File: src/sv/accelerated_rotary_encoder_counter_core_macros.svh
// Assertion macros for the accelerated rotary encoder counter.
// Depends on nothing; the including module provides clk_i and rst_ni.
`ifndef ACCELERATED_ROTARY_ENCODER_COUNTER_CORE_MACROS_SVH
`define ACCELERATED_ROTARY_ENCODER_COUNTER_CORE_MACROS_SVH
`ifndef NO_ASSERTIONS
// Check a property on every rising clock edge outside reset.
`define ARECC_ASSERT(lbl, prop, msg) \
  lbl: assert property (@(posedge clk_i) disable iff (!rst_ni) prop) else $error(msg);
// Check a property on every rising clock edge, reset included.
`define ARECC_ASSERT_ALWAYS(lbl, prop, msg) \
  lbl: assert property (@(posedge clk_i) prop) else $error(msg);
`else
`define ARECC_ASSERT(lbl, prop, msg)
`define ARECC_ASSERT_ALWAYS(lbl, prop, msg)
`endif
`endif

File: src/sv/arecc_pkg.sv
// Types and constants for the accelerated rotary encoder counter.
// Depends on nothing.
package arecc_pkg;

  typedef enum logic [1:0] {
    OP_TICK  = 2'd0,
    OP_EDGE  = 2'd1,
    OP_APPLY = 2'd2
  } op_e;

  typedef struct packed {
    op_e        op;
    logic [1:0] channel;
    logic       phase_b;
    logic [7:0] value_in;
    logic [7:0] lower_bound;
    logic [7:0] upper_bound;
  } in_req_t;

  typedef struct packed {
    logic [7:0]        value_out;
    logic              applied;
    logic signed [15:0] pending_count;
  } out_rsp_t;

  // Register map, index of each register
  localparam logic REG_DEBOUNCE = 1'b0;
  localparam logic REG_POLARITY = 1'b1;

  localparam logic [7:0] DEBOUNCE_RESET = 8'd5;
  localparam int unsigned POL_BITS = 3;
  localparam logic [POL_BITS-1:0] POLARITY_RESET = 3'd6;

  localparam logic [31:0] SLOW_GAP_MS = 32'd109;
  localparam int unsigned SPEED_ENTRIES = 10;
  localparam logic [3:0] SPEED_LAST = 4'd9;
  localparam logic [3:0] SPEED_TABLE [SPEED_ENTRIES] = '{
    4'd10, 4'd10, 4'd5, 4'd5, 4'd2, 4'd2, 4'd2, 4'd1, 4'd1, 4'd1
  };
  // floor(x / 10) for x < 128 is (x * 205) >> 11
  localparam logic [7:0] DIV10_MUL = 8'd205;

endpackage

File: src/sv/accelerated_rotary_encoder_counter_core.sv
// Accelerated rotary encoder counter: top level, single module.
// Depends on arecc_pkg and accelerated_rotary_encoder_counter_core_macros.svh.
//
//  channel   direction  handshake                   payload
//  in        request    in_valid_i / in_stall_o     in_req_i  (in_req_t)
//  out       result     out_valid_o / out_stall_i   out_rsp_o (out_rsp_t)
//  config    APB write  psel/penable/pwrite/pready  paddr, pwdata, prdata
//
// One request a cycle, sustained while the result side does not stall. A
// request lands in the input register at its accepting edge, is worked in one
// pass through the gap, step and apply logic as it moves on, and its result is
// held in the result register until it is taken. Reset clears time, edge times,
// pending counts and both valid flags at once; there is no clearing pass. A
// stalled result holds its register; the input register still drains into it
// once it is taken, so only the stall of the result side, never the wait for a
// result, holds back the next request.
`include "accelerated_rotary_encoder_counter_core_macros.svh"

module accelerated_rotary_encoder_counter_core import arecc_pkg::*; #(
  parameter int unsigned NUM_ENCODERS = 3
) (
  input  logic        clk_i,
  input  logic        rst_ni,
  input  logic        in_valid_i,
  output logic        in_stall_o,
  input  in_req_t     in_req_i,
  output logic        out_valid_o,
  input  logic        out_stall_i,
  output out_rsp_t    out_rsp_o,
  input  logic        psel,
  input  logic        penable,
  input  logic        pwrite,
  input  logic [2:0]  paddr,
  input  logic [31:0] pwdata,
  output logic [31:0] prdata,
  output logic        pready
);

  localparam int unsigned IDX_W = (NUM_ENCODERS > 1) ? $clog2(NUM_ENCODERS) : 1;
  localparam logic [3:0] NUM_ENC_L = 4'(NUM_ENCODERS);

  // ---------------------------------------------------------------------------
  // Configuration registers
  // ---------------------------------------------------------------------------
  logic [7:0]          debounce_q;
  logic [POL_BITS-1:0] polarity_q;
  logic                cfg_wr;

  assign pready = 1'b1;
  assign cfg_wr = psel && penable && pwrite && pready;

  always_ff @(posedge clk_i or negedge rst_ni) begin
    if (!rst_ni) begin
      debounce_q <= DEBOUNCE_RESET;
      polarity_q <= POLARITY_RESET;
    end else if (cfg_wr) begin
      unique case (paddr[2])
        REG_DEBOUNCE: debounce_q <= pwdata[7:0];
        REG_POLARITY: polarity_q <= pwdata[POL_BITS-1:0];
        default: ;
      endcase
    end
  end

  always_comb begin
    unique case (paddr[2])
      REG_DEBOUNCE: prdata = {24'd0, debounce_q};
      REG_POLARITY: prdata = {{(32 - POL_BITS){1'b0}}, polarity_q};
      default:      prdata = '0;
    endcase
  end

  // ---------------------------------------------------------------------------
  // Input register and pipeline control
  // ---------------------------------------------------------------------------
  logic    in_valid_q, in_valid_d;
  in_req_t req_q;
  logic    out_valid_q, out_valid_d;
  logic    advance;
  logic    in_accept;

  // Move the held request into the result register when that is free or
  // being taken this cycle.
  assign advance    = in_valid_q && (!out_valid_q || !out_stall_i);
  assign in_stall_o = in_valid_q && !advance;
  assign in_accept  = in_valid_i && !in_stall_o;

  always_comb begin
    in_valid_d = in_valid_q;
    if (in_accept) begin
      in_valid_d = 1'b1;
    end else if (advance) begin
      in_valid_d = 1'b0;
    end
    out_valid_d = out_valid_q;
    if (advance) begin
      out_valid_d = 1'b1;
    end else if (!out_stall_i) begin
      out_valid_d = 1'b0;
    end
  end

  always_ff @(posedge clk_i or negedge rst_ni) begin
    if (!rst_ni) begin
      in_valid_q  <= 1'b0;
      out_valid_q <= 1'b0;
    end else begin
      in_valid_q  <= in_valid_d;
      out_valid_q <= out_valid_d;
    end
  end

  always_ff @(posedge clk_i) begin
    if (in_accept) begin
      req_q <= in_req_i;
    end
  end

  // ---------------------------------------------------------------------------
  // Encoder state
  // ---------------------------------------------------------------------------
  logic [31:0]        time_q;
  logic [31:0]        last_edge_q [NUM_ENCODERS];
  logic signed [15:0] pending_q   [NUM_ENCODERS];

  logic [IDX_W+1:0]   chan_ext;
  logic [IDX_W-1:0]   ch_idx;
  logic               ch_valid;
  logic [31:0]        last_edge;
  logic signed [15:0] pending_cur;

  assign chan_ext    = {{IDX_W{1'b0}}, req_q.channel};
  assign ch_idx      = chan_ext[IDX_W-1:0];
  assign ch_valid    = {2'd0, req_q.channel} < NUM_ENC_L;
  assign last_edge   = ch_valid ? last_edge_q[ch_idx] : '0;
  assign pending_cur = ch_valid ? pending_q[ch_idx] : '0;

  // ---------------------------------------------------------------------------
  // Edge: gap, step size and saturating pending update
  // ---------------------------------------------------------------------------
  logic [31:0]        gap;
  logic               gap_slow;
  logic               gap_counts;
  logic [14:0]        div_prod;
  logic [3:0]         div_q;
  logic [3:0]         spd_idx;
  logic [3:0]         step_mag;
  logic               pol_bit;
  logic               positive;
  logic signed [16:0] pend_sum;
  logic signed [15:0] pend_edge;

  assign gap        = time_q - last_edge;
  assign gap_slow   = gap > SLOW_GAP_MS;
  assign gap_counts = gap >= {24'd0, debounce_q};
  assign div_prod   = 15'(gap[6:0]) * 15'(DIV10_MUL);
  assign div_q      = div_prod[14:11];

  always_comb begin
    // Gaps under 10 ms share the first entry with the 10..19 ms band.
    spd_idx = (div_q == 4'd0) ? 4'd0 : div_q - 4'd1;
    if (spd_idx > SPEED_LAST) begin
      spd_idx = SPEED_LAST;
    end
    step_mag = gap_slow ? 4'd1 : SPEED_TABLE[spd_idx];
  end

  // Channels beyond the polarity register have polarity 0.
  assign pol_bit  = ({2'd0, req_q.channel} < 4'(POL_BITS)) ? polarity_q[req_q.channel] : 1'b0;
  assign positive = req_q.phase_b ^ pol_bit;
  assign pend_sum = 17'(pending_cur) + (positive ? $signed({13'd0, step_mag})
                                                 : -$signed({13'd0, step_mag}));

  always_comb begin
    if (pend_sum > 17'sd32767) begin
      pend_edge = 16'sh7fff;
    end else if (pend_sum < -17'sd32768) begin
      pend_edge = 16'sh8000;
    end else begin
      pend_edge = pend_sum[15:0];
    end
  end

  // ---------------------------------------------------------------------------
  // Apply: fold pending into the setting
  // ---------------------------------------------------------------------------
  logic signed [17:0] app_sum;
  logic signed [17:0] lo_s;
  logic signed [17:0] hi_s;
  logic [7:0]         app_val;

  assign app_sum = $signed({10'd0, req_q.value_in}) + 18'(pending_cur);
  assign lo_s    = $signed({10'd0, req_q.lower_bound});
  assign hi_s    = $signed({10'd0, req_q.upper_bound});

  always_comb begin
    if (req_q.channel == 2'd0) begin
      // Menu encoder wraps; the upper check wins when the bounds cross.
      if (app_sum > hi_s) begin
        app_val = 8'd0;
      end else if (app_sum < lo_s) begin
        app_val = req_q.upper_bound;
      end else begin
        app_val = app_sum[7:0];
      end
    end else begin
      if (app_sum > 18'sd255) begin
        app_val = 8'd255;
      end else if (app_sum < 18'sd0) begin
        app_val = 8'd0;
      end else begin
        app_val = app_sum[7:0];
      end
    end
  end

  // ---------------------------------------------------------------------------
  // Per-request decode
  // ---------------------------------------------------------------------------
  logic               time_inc;
  logic               edge_wr;
  logic               pend_wr;
  logic signed [15:0] pend_new;
  out_rsp_t           rsp_d;
  out_rsp_t           rsp_q;

  always_comb begin
    time_inc = 1'b0;
    edge_wr  = 1'b0;
    pend_wr  = 1'b0;
    pend_new = pending_cur;
    rsp_d.value_out = req_q.value_in;
    rsp_d.applied   = 1'b0;
    unique case (req_q.op)
      OP_TICK: time_inc = 1'b1;
      OP_EDGE: begin
        edge_wr = ch_valid;
        if (ch_valid && gap_counts) begin
          pend_wr  = 1'b1;
          pend_new = pend_edge;
        end
      end
      OP_APPLY: begin
        if (ch_valid && pending_cur != 16'sd0) begin
          pend_wr  = 1'b1;
          pend_new = '0;
          rsp_d.value_out = app_val;
          rsp_d.applied   = 1'b1;
        end
      end
      default: ;
    endcase
    rsp_d.pending_count = pend_new;
  end

  always_ff @(posedge clk_i or negedge rst_ni) begin
    if (!rst_ni) begin
      time_q <= '0;
      for (int i = 0; i < NUM_ENCODERS; i++) begin
        last_edge_q[i] <= '0;
        pending_q[i]   <= '0;
      end
    end else if (advance) begin
      if (time_inc) begin
        time_q <= time_q + 32'd1;
      end
      if (edge_wr) begin
        last_edge_q[ch_idx] <= time_q;
      end
      if (pend_wr) begin
        pending_q[ch_idx] <= pend_new;
      end
    end
  end

  always_ff @(posedge clk_i) begin
    if (advance) begin
      rsp_q <= rsp_d;
    end
  end

  assign out_valid_o = out_valid_q;
  assign out_rsp_o   = rsp_q;

  // ---------------------------------------------------------------------------
  // Assertions
  // ---------------------------------------------------------------------------
  `ARECC_ASSERT_ALWAYS(a_stall_needs_held_req, in_stall_o |-> in_valid_q,
                       "input stalled with no request held")
  `ARECC_ASSERT(a_applied_clears, out_valid_o && out_rsp_o.applied |->
                out_rsp_o.pending_count == 16'sd0, "apply left a pending count")
  `ARECC_ASSERT(a_time_tick, advance && req_q.op == OP_TICK |=>
                time_q == $past(time_q) + 32'd1, "tick did not advance time")
  `ARECC_ASSERT(a_time_hold, advance && req_q.op != OP_TICK |=>
                time_q == $past(time_q), "time moved without a tick")
  `ARECC_ASSERT(a_result_source, $rose(out_valid_o) |-> $past(advance),
                "result appeared without a request moving")

endmodule
File: config.mk
export PLATFORM = sky130hd
export DESIGN_NAME = accelerated_rotary_encoder_counter_core
export DESIGN_NICKNAME = d
export VERILOG_FILES = /design/src/sv/arecc_pkg.sv /design/src/sv/accelerated_rotary_encoder_counter_core.sv
export VERILOG_INCLUDE_DIRS = /design/src /design/src/sv
export SDC_FILE = /design/constraint.sdc
export NUM_CORES = 1
export LEC_CHECK = 0
export BUFFER_PORTS_ARGS = -buffer_cell sky130_fd_sc_hd__buf_2
export CAP_MARGIN = 20
export CORE_UTILIZATION = 40
export CTS_BUF_LIST = sky130_fd_sc_hd__clkbuf_4
export DETAILED_ROUTE_END_ITERATION = 6
export PLACE_DENSITY = 0.61
export SYNTH_ARGS = -nofsm -noshare
export SYNTH_HDL_FRONTEND = slang
export SYNTH_SLANG_ARGS = --single-unit
File: constraint.sdc
create_clock -name clk_i -period 11.85 [get_ports clk_i]
set_clock_uncertainty 0.1 [all_clocks]
set_input_delay 2.9625 -clock clk_i [delete_from_list [all_inputs] [get_ports clk_i]]
set_output_delay 2.9625 -clock clk_i [all_outputs]
set_load 0.01 [all_outputs]
==> results.txt, run 1 <==
Max FO, Critical Path = 18
Port Buffers = 79
RSZ-0062 raised after global routing = false
Final Cycle Share = 92.3%
Storage cell area = 6360 µm²
commonest register cell after synthesis = dfrtp_1
Post-Syn Area per Cell = 10.3 µm²
gr ovfl total = 0
Detailed Route Iter0 Violations = 480
Layout area overhead = 10.9%
HP Class = flop to flop
Worst setup SP type = flop
fillers = 3,778
fin cells = 2,228
Synth Cell Area = 16,000 µm²
crit path time final = 10.93 ns
CTS Buf Count = 70
Root Buffer = clkbuf_4
Detail Placement HPWL = 26.6 mm
Clock Pin Slew Worst Setup and Hold Paths = 0.06 ns
Arr. time, crit path = 11.46 ns
Max H-tree Level = 3
vias in the first global route = 12,036
slew margin rel. = 28.3%
crit end category = flop
Critical Path Slowest Stage Cell = edfxtp_1
CTS Buffer Depth = 3
first drt pass iteration count = 5
Cell variety after synth = 84
TritonCTS clock tree = yes
EDFF count, synth = 54
nets@finish = 1,853
Vias = 12,010
row cnt = 72
CP most frequent cell = ha_1
Crit path required time = 12.37 ns
Die X = 202 µm
sequential area share after synthesis = 39.7%
Setup CP Type = flop to flop
crit-path max cell delay = 0.61 ns
largest net degree at the start of global routing = 120
most common cell after layout, fill and taps aside = dfrtp_1
total wire length = 37.7 mm
Ys Warns = 0
antenna violations before repair = 1
IR Drop Worst-Case VDD = 0.514 mV
Avg WL per Cell = 16.9 µm
status = complete, no violations
area leader, netlist = dfrtp_1
Leakage = 8.90 nW
die height = 202 µm
CORE AREA = 39,100 µm²
Seq cells post-synth = 243
Hold Fails Final Rpt = 0
FMAX = 0.0915 GHz
CTS sink count = 243
Final TNS setup = 0 ns
post-layout util = 45.4%
DRC Markers = 0
placed cells = 2,096
area of the multi-input gates = 8920 µm²
top cell type's share of synthesized area = 28.9%
fraction of registers with async set/reset = 77.8%
vias per cell = 5.39
gpl congestion = 0.903
Die ar. = 40,800 µm²
global-route wire length before repair = 61.5 mm
GR Util All Layers = 18.7%
ratio of cells with drive above 1 in the final layout = 22.2%
Final Max Tran Viols = 0
clock network latency to the later pin of the worst-skew pair = 0.75 ns
Synth area leaders = dfrtp_1 (29%), edfxtp_1 (10%), ha_1 (9.1%)
Synth Instances = 1,553
Max-Cap Viols = 0
Worst-Margin Slew = 1.07 ns
endpoints failing setup = 0
Power Dens Cells = 307 nW/µm²
initial cell density of the core = 40.9%
number of I/O pins = 131
antenna-violating nets left = 0
commonest non-fill, non-tap cells in the layout = dfrtp_1 (185), ha_1 (116), nor2_1 (107), clkbuf_4 (107), mux2_2 (106)
## state kept, by name, summed over array words and instances (netlist names)
register and count:
out_valid_o 1, last_edge_q 96, in_valid_q 1, lo_s 8
req_q 11, ch_idx 2, debounce_q 8, hi_s 8
out_rsp_o 25, polarity_q 3, time_q 32, pending_q 48
## layer usage
layer / wire length, µm / global-route usage, % / share of wire, % / up-vias
met5: 0 / 0 / 0 / -
met4: 1100 / 7.66 / 2.9 / 0
met3: 1450 / 3.48 / 3.8 / 81
met2: 18000 / 31.1 / 48 / 230
met1: 17100 / 23.7 / 45 / 5861
li1: - / - / - / 5838
## cell type report
cell class / count / share of cell area, %
flip-flops and latches: 243 / 35.8
clock inverters: 19 / 0.543
diodes: 1 / 0.0141
multi-input cells: 1152 / 50.3
well taps: 518 / 3.65
clock buffers: 107 / 4.52
repair buffers: 98 / 3.31
inverters: 90 / 1.90
## worst max-delay path: cells and delay by family (launching register included)
kind | cells | cell delay (ns)
fa+ha+maj | 9 | 3.18
compound gates | 12 | 3.37
mux | 2 | 0.61
xor+xnor | 3 | 0.66
simple gates | 10 | 1.23
buf+inv | 6 | 1.08
flops | 1 | 0.61
## where the power goes
group | switching, W | total (W) | leakage [nW] | internal [W]
clock network | 0.000375 | 0.000789 | 0.537 | 0.000414
registers | 0.0000430 | 0.000971 | 3.10 | 0.000929
logic | 0.00211 | 0.00369 | 5.25 | 0.00158
total | 0.00253 | 0.00545 | 8.90 | 0.00292
## synth_stat cells (9+ instances only)
master,number
o21a_1,14
a21o_1,31
edfxtp_1,54
fa_1,11
nand2_1,91
dfrtp_1,185
o22ai_1,9
and3_1,13
mux2_2,106
mux2i_1,54
a211oi_1,11
inv_1,90
nor3_1,23
buf_2,18
a21oi_1,105
ha_1,116
nand4_1,27
mux2_4,19
nor2b_1,17
xnor2_1,51
mux2_1,23
clkbuf_1,35
nand2b_1,16
nand3_1,32
xor2_1,24
buf_4,25
a22oi_1,9
nor2_1,107
o21ai_0,60
## what timing repair did
action	4_1_cts	5_1_grt
endpoints found under the setup margin	0	45
buffers inserted	0	3
gates resized for setup	0	1
hold buffers	0	0
## final timing paths
| check | slack, ns | startpoint | cells after the start | to |
|---|---|---|---|---|
| max in group asynchronous | 7.91 | rst_ni | 2 | time_q[10] |
| min reg2reg | 0.38 | last_edge_q[32] | 2 | last_edge_q[32] |
| min in group asynchronous | 2.26 | rst_ni | 1 | pending_q[40] |
| max reg2reg | 0.92 | ch_idx[1] | 42 | pending_q[32] |
| max | 0.92 | ch_idx[1] | 42 | pending_q[32] |
| min | 0.38 | last_edge_q[32] | 2 | last_edge_q[32] |
## through the flow
step,power (W),hold slack (ns),setup WS (ns),instance area (µm²)
2_1_floorplan,0.00379,0.349,1.54,16100
3_3_place_gp,0.00448,0.362,0.886,16800
3_5_place_dp,0.00463,0.370,0.661,16800
4_1_cts,0.00549,0.384,0.664,17700
5_1_grt,0.00611,0.402,0.0777,17800
6_report,0.00545,0.377,0.915,17800
## kinds of logic (layout without fill, tap and decap cells)
logic type / after synthesis / count (layout) / synth area share, %
compound gates: 339 / 339 / 14.2
simple gates: 383 / 383 / 11.9
fa+ha+maj: 127 / 127 / 10.4
xor+xnor: 75 / 75 / 4.10
buf+inv: 182 / 314 / 5.32
flops: 243 / 243 / 39.7
mux: 202 / 202 / 14.2
other cells: 2 / 27 / 0.0469
Power figures use the tool's default switching activity.
==> inputs of run 2 (changes only) <==
Settings changed: CTS_BUF_LIST sky130_fd_sc_hd__clkbuf_4 to sky130_fd_sc_hd__clkbuf_16.
==> run 2 against run 1 <==
Effect of this change:
- routed wire length fell by 1.8%
- utilization fell by 0.054 points
- via count fell by 2.6%
- non-clock buffer count did not move
- highest routed layer unchanged
- cell area fell by 0.12%
- flip-flop and latch count did not move
- clock-buffer cell count fell by 78
- die area did not move
- hold slack got worse by 0.00068 ns
- power rose by 0.79%
- fmax fell by 0.32%
- clock power rose by 4.9%
==> results.txt, run 2 (same netlist as run 1, synthesis figures left out) <==
Max H-tree Level = 1 (was 3)
number of I/O pins = 131 (unchanged)
Worst setup SP type = flop (unchanged)
Detail Placement HPWL = 26.6 mm (unchanged)
Final Cycle Share = 92.6% (was 92.3%)
Clock Pin Slew Worst Setup and Hold Paths = 0.06 ns (about the same)
Hold Fails Final Rpt = 0 (unchanged)
# diodes = 0 (was 1)
gr ovfl total = 0 (unchanged)
first drt pass iteration count = 7 (was 5)
row cnt = 72 (unchanged)
antenna violations before repair = 0 (was 1)
post-layout util = 45.4% (about the same)
CTS Buffer Depth = 3 (unchanged)
Die X = 202 µm (unchanged)
commonest non-fill, non-tap cells in the layout = dfrtp_1 (185), ha_1 (116), nor2_1 (107) (was dfrtp_1 (185), ha_1 (116), nor2_1 (107), clkbuf_4 (107), mux2_2 (106))
Port Buffers = 79 (unchanged)
Detailed Route Iter0 Violations = 548 (was 480)
Final WS setup = 0.880 ns (was 0.915 ns)
die height = 202 µm (unchanged)
Power Dens Cells = 310 nW/µm² (was 307 nW/µm²)
CORE AREA = 39,100 µm² (unchanged)
vias per cell = 5.43 (was 5.39)
TritonCTS clock tree = yes (unchanged)
Max FO, Critical Path = 18 (unchanged)
nets@finish = 1,811 (was 1,853)
CTS sink count = 243 (unchanged)
clock network latency to the later pin of the worst-skew pair = 0.57 ns (was 0.75 ns)
ratio of cells with drive above 1 in the final layout = 18.4% (was 22.2%)
fin cells = 2,153 (was 2,228)
max reg flops = 96 (unchanged)
CTS Buf Count = 28 (was 70)
HP Class = flop to flop (unchanged)
Setup CP Type = flop to flop (unchanged)
Critical Path Slowest Stage Cell = edfxtp_1 (unchanged)
Vias = 11,698 (was 12,010)
crit end category = flop (unchanged)
status = complete, no violations (unchanged)
Leakage = 8.82 nW (was 8.90 nW)
CP most frequent cell = ha_1 (unchanged)
IR Drop Worst-Case VDD = 0.518 mV (was 0.514 mV)
crit path time final = 10.97 ns (was 10.93 ns)
DRC Markers = 0 (unchanged)
GR Util All Layers = 18.1% (was 18.7%)
Final TNS setup = 0 ns (unchanged)
placed cells = 2,096 (unchanged)
RSZ-0062 raised after global routing = false (unchanged)
initial cell density of the core = 40.9% (unchanged)
total wire length = 37.0 mm (was 37.7 mm)
Crit path required time = 12.17 ns (was 12.37 ns)
most common cell after layout, fill and taps aside = dfrtp_1 (unchanged)
Die ar. = 40,800 µm² (unchanged)
hold slack = 0.376 ns (was 0.377 ns)
global-route wire length before repair = 60.5 mm (was 61.5 mm)
vias in the first global route = 11,669 (was 12,036)
FMAX = 0.0912 GHz (was 0.0915 GHz)
Arr. time, crit path = 11.29 ns (was 11.46 ns)
Final Max Tran Viols = 0 (unchanged)
slew margin rel. = 26.5% (was 28.3%)
Worst-Margin Slew = 1.10 ns (was 1.07 ns)
Reg with most FFs = last_edge_q (unchanged)
Avg WL per Cell = 17.2 µm (was 16.9 µm)
largest net degree at the start of global routing = 120 (unchanged)
endpoints failing setup = 0 (unchanged)
fillers = 3,737 (was 3,778)
crit-path max cell delay = 0.61 ns (about the same)
antenna-violating nets left = 0 (unchanged)
Root Buffer = clkbuf_16 (was clkbuf_4)
pre-CTS setup slack = 0.661 ns (unchanged)
Max-Cap Viols = 0 (unchanged)
gpl congestion = 0.903 (unchanged)
Regs by FF count = last_edge_q x96, pending_q x48, time_q x32 (unchanged)
Layout area overhead = 10.8% (was 10.9%)
[run 2: cell types whose count changed in the layout (fill, tap and decap cells not counted), sizes merged]
cell      change
bufinv        +2
clkbuf       -78
clkinv        -4
clkinvlp      -2
diode         -1
inv           +8
[run 2: worst paths after layout]
kind / start / slack [ns] / depth (start not counted) / endpoint
worst max-delay path: ch_idx[1] / 0.88 / 42 / pending_q[32]
worst min-delay path: last_edge_q[32] / 0.38 / 2 / last_edge_q[32]
worst max register to register: ch_idx[1] / 0.88 / 42 / pending_q[32]
worst min register to register: last_edge_q[32] / 0.38 / 2 / last_edge_q[32]
max in group asynchronous: rst_ni / 7.74 / 2 / last_edge_q[10]
min in group asynchronous: rst_ni / 2.43 / 1 / pending_q[4]
[run 2: area by class of cell]
| cell class | count | area (µm²) | share of cell area, % |
|---|---|---|---|
| Multi-Input combinational cell | 1152 | 8920 | 50.3 |
| Sequential cell | 243 | 6360 | 35.8 |
| Clock buffer | 29 | 726 | 4.09 |
| Tap cell | 518 | 648 | 3.66 |
| Timing Repair Buffer | 98 | 587 | 3.31 |
| Inverter | 90 | 338 | 1.91 |
| Clock inverter | 23 | 155 | 0.875 |
[run 2: per-layer routing]
layer  up-vias  part of all wire, %  global-route usage [%]
met1      5716                   46                    23.9
met2       205                   48                    30.9
li1       5712                    -                       -
met3        65                  3.4                    2.05
met5         -                    0                       0
met4         0                  2.8                    6.01
[run 2: per-stage QoR]
stage / power (W) / instance area [µm²]
3_3_place_gp: 0.00448 / 16800
2_1_floorplan: 0.00379 / 16100
5_1_grt: 0.00613 / 17700
3_5_place_dp: 0.00463 / 16800
6_report: 0.00549 / 17700
4_1_cts: 0.00551 / 17600
[run 2: critical path, delay by kind of cell, from the launching register on]
kind	cells	cell delay [ns]
buf+inv	6	1.07
xor+xnor	3	0.66
mux	2	0.61
compound gates	12	3.36
simple gates	10	1.22
fa+ha+maj	9	3.18
flops	1	0.61
[run 2: timing repair]
action	4_1_cts	5_1_grt
gates resized for setup	0	1
buffers inserted	0	3
hold buffers	0	0
endpoints found under the setup margin	0	45
[run 2: where the power goes]
part / switching [W] / internal, W
Sequential: 0.0000431 / 0.000929
Combinational: 0.00211 / 0.00158
Clock: 0.000345 / 0.000483
Total: 0.00250 / 0.00299
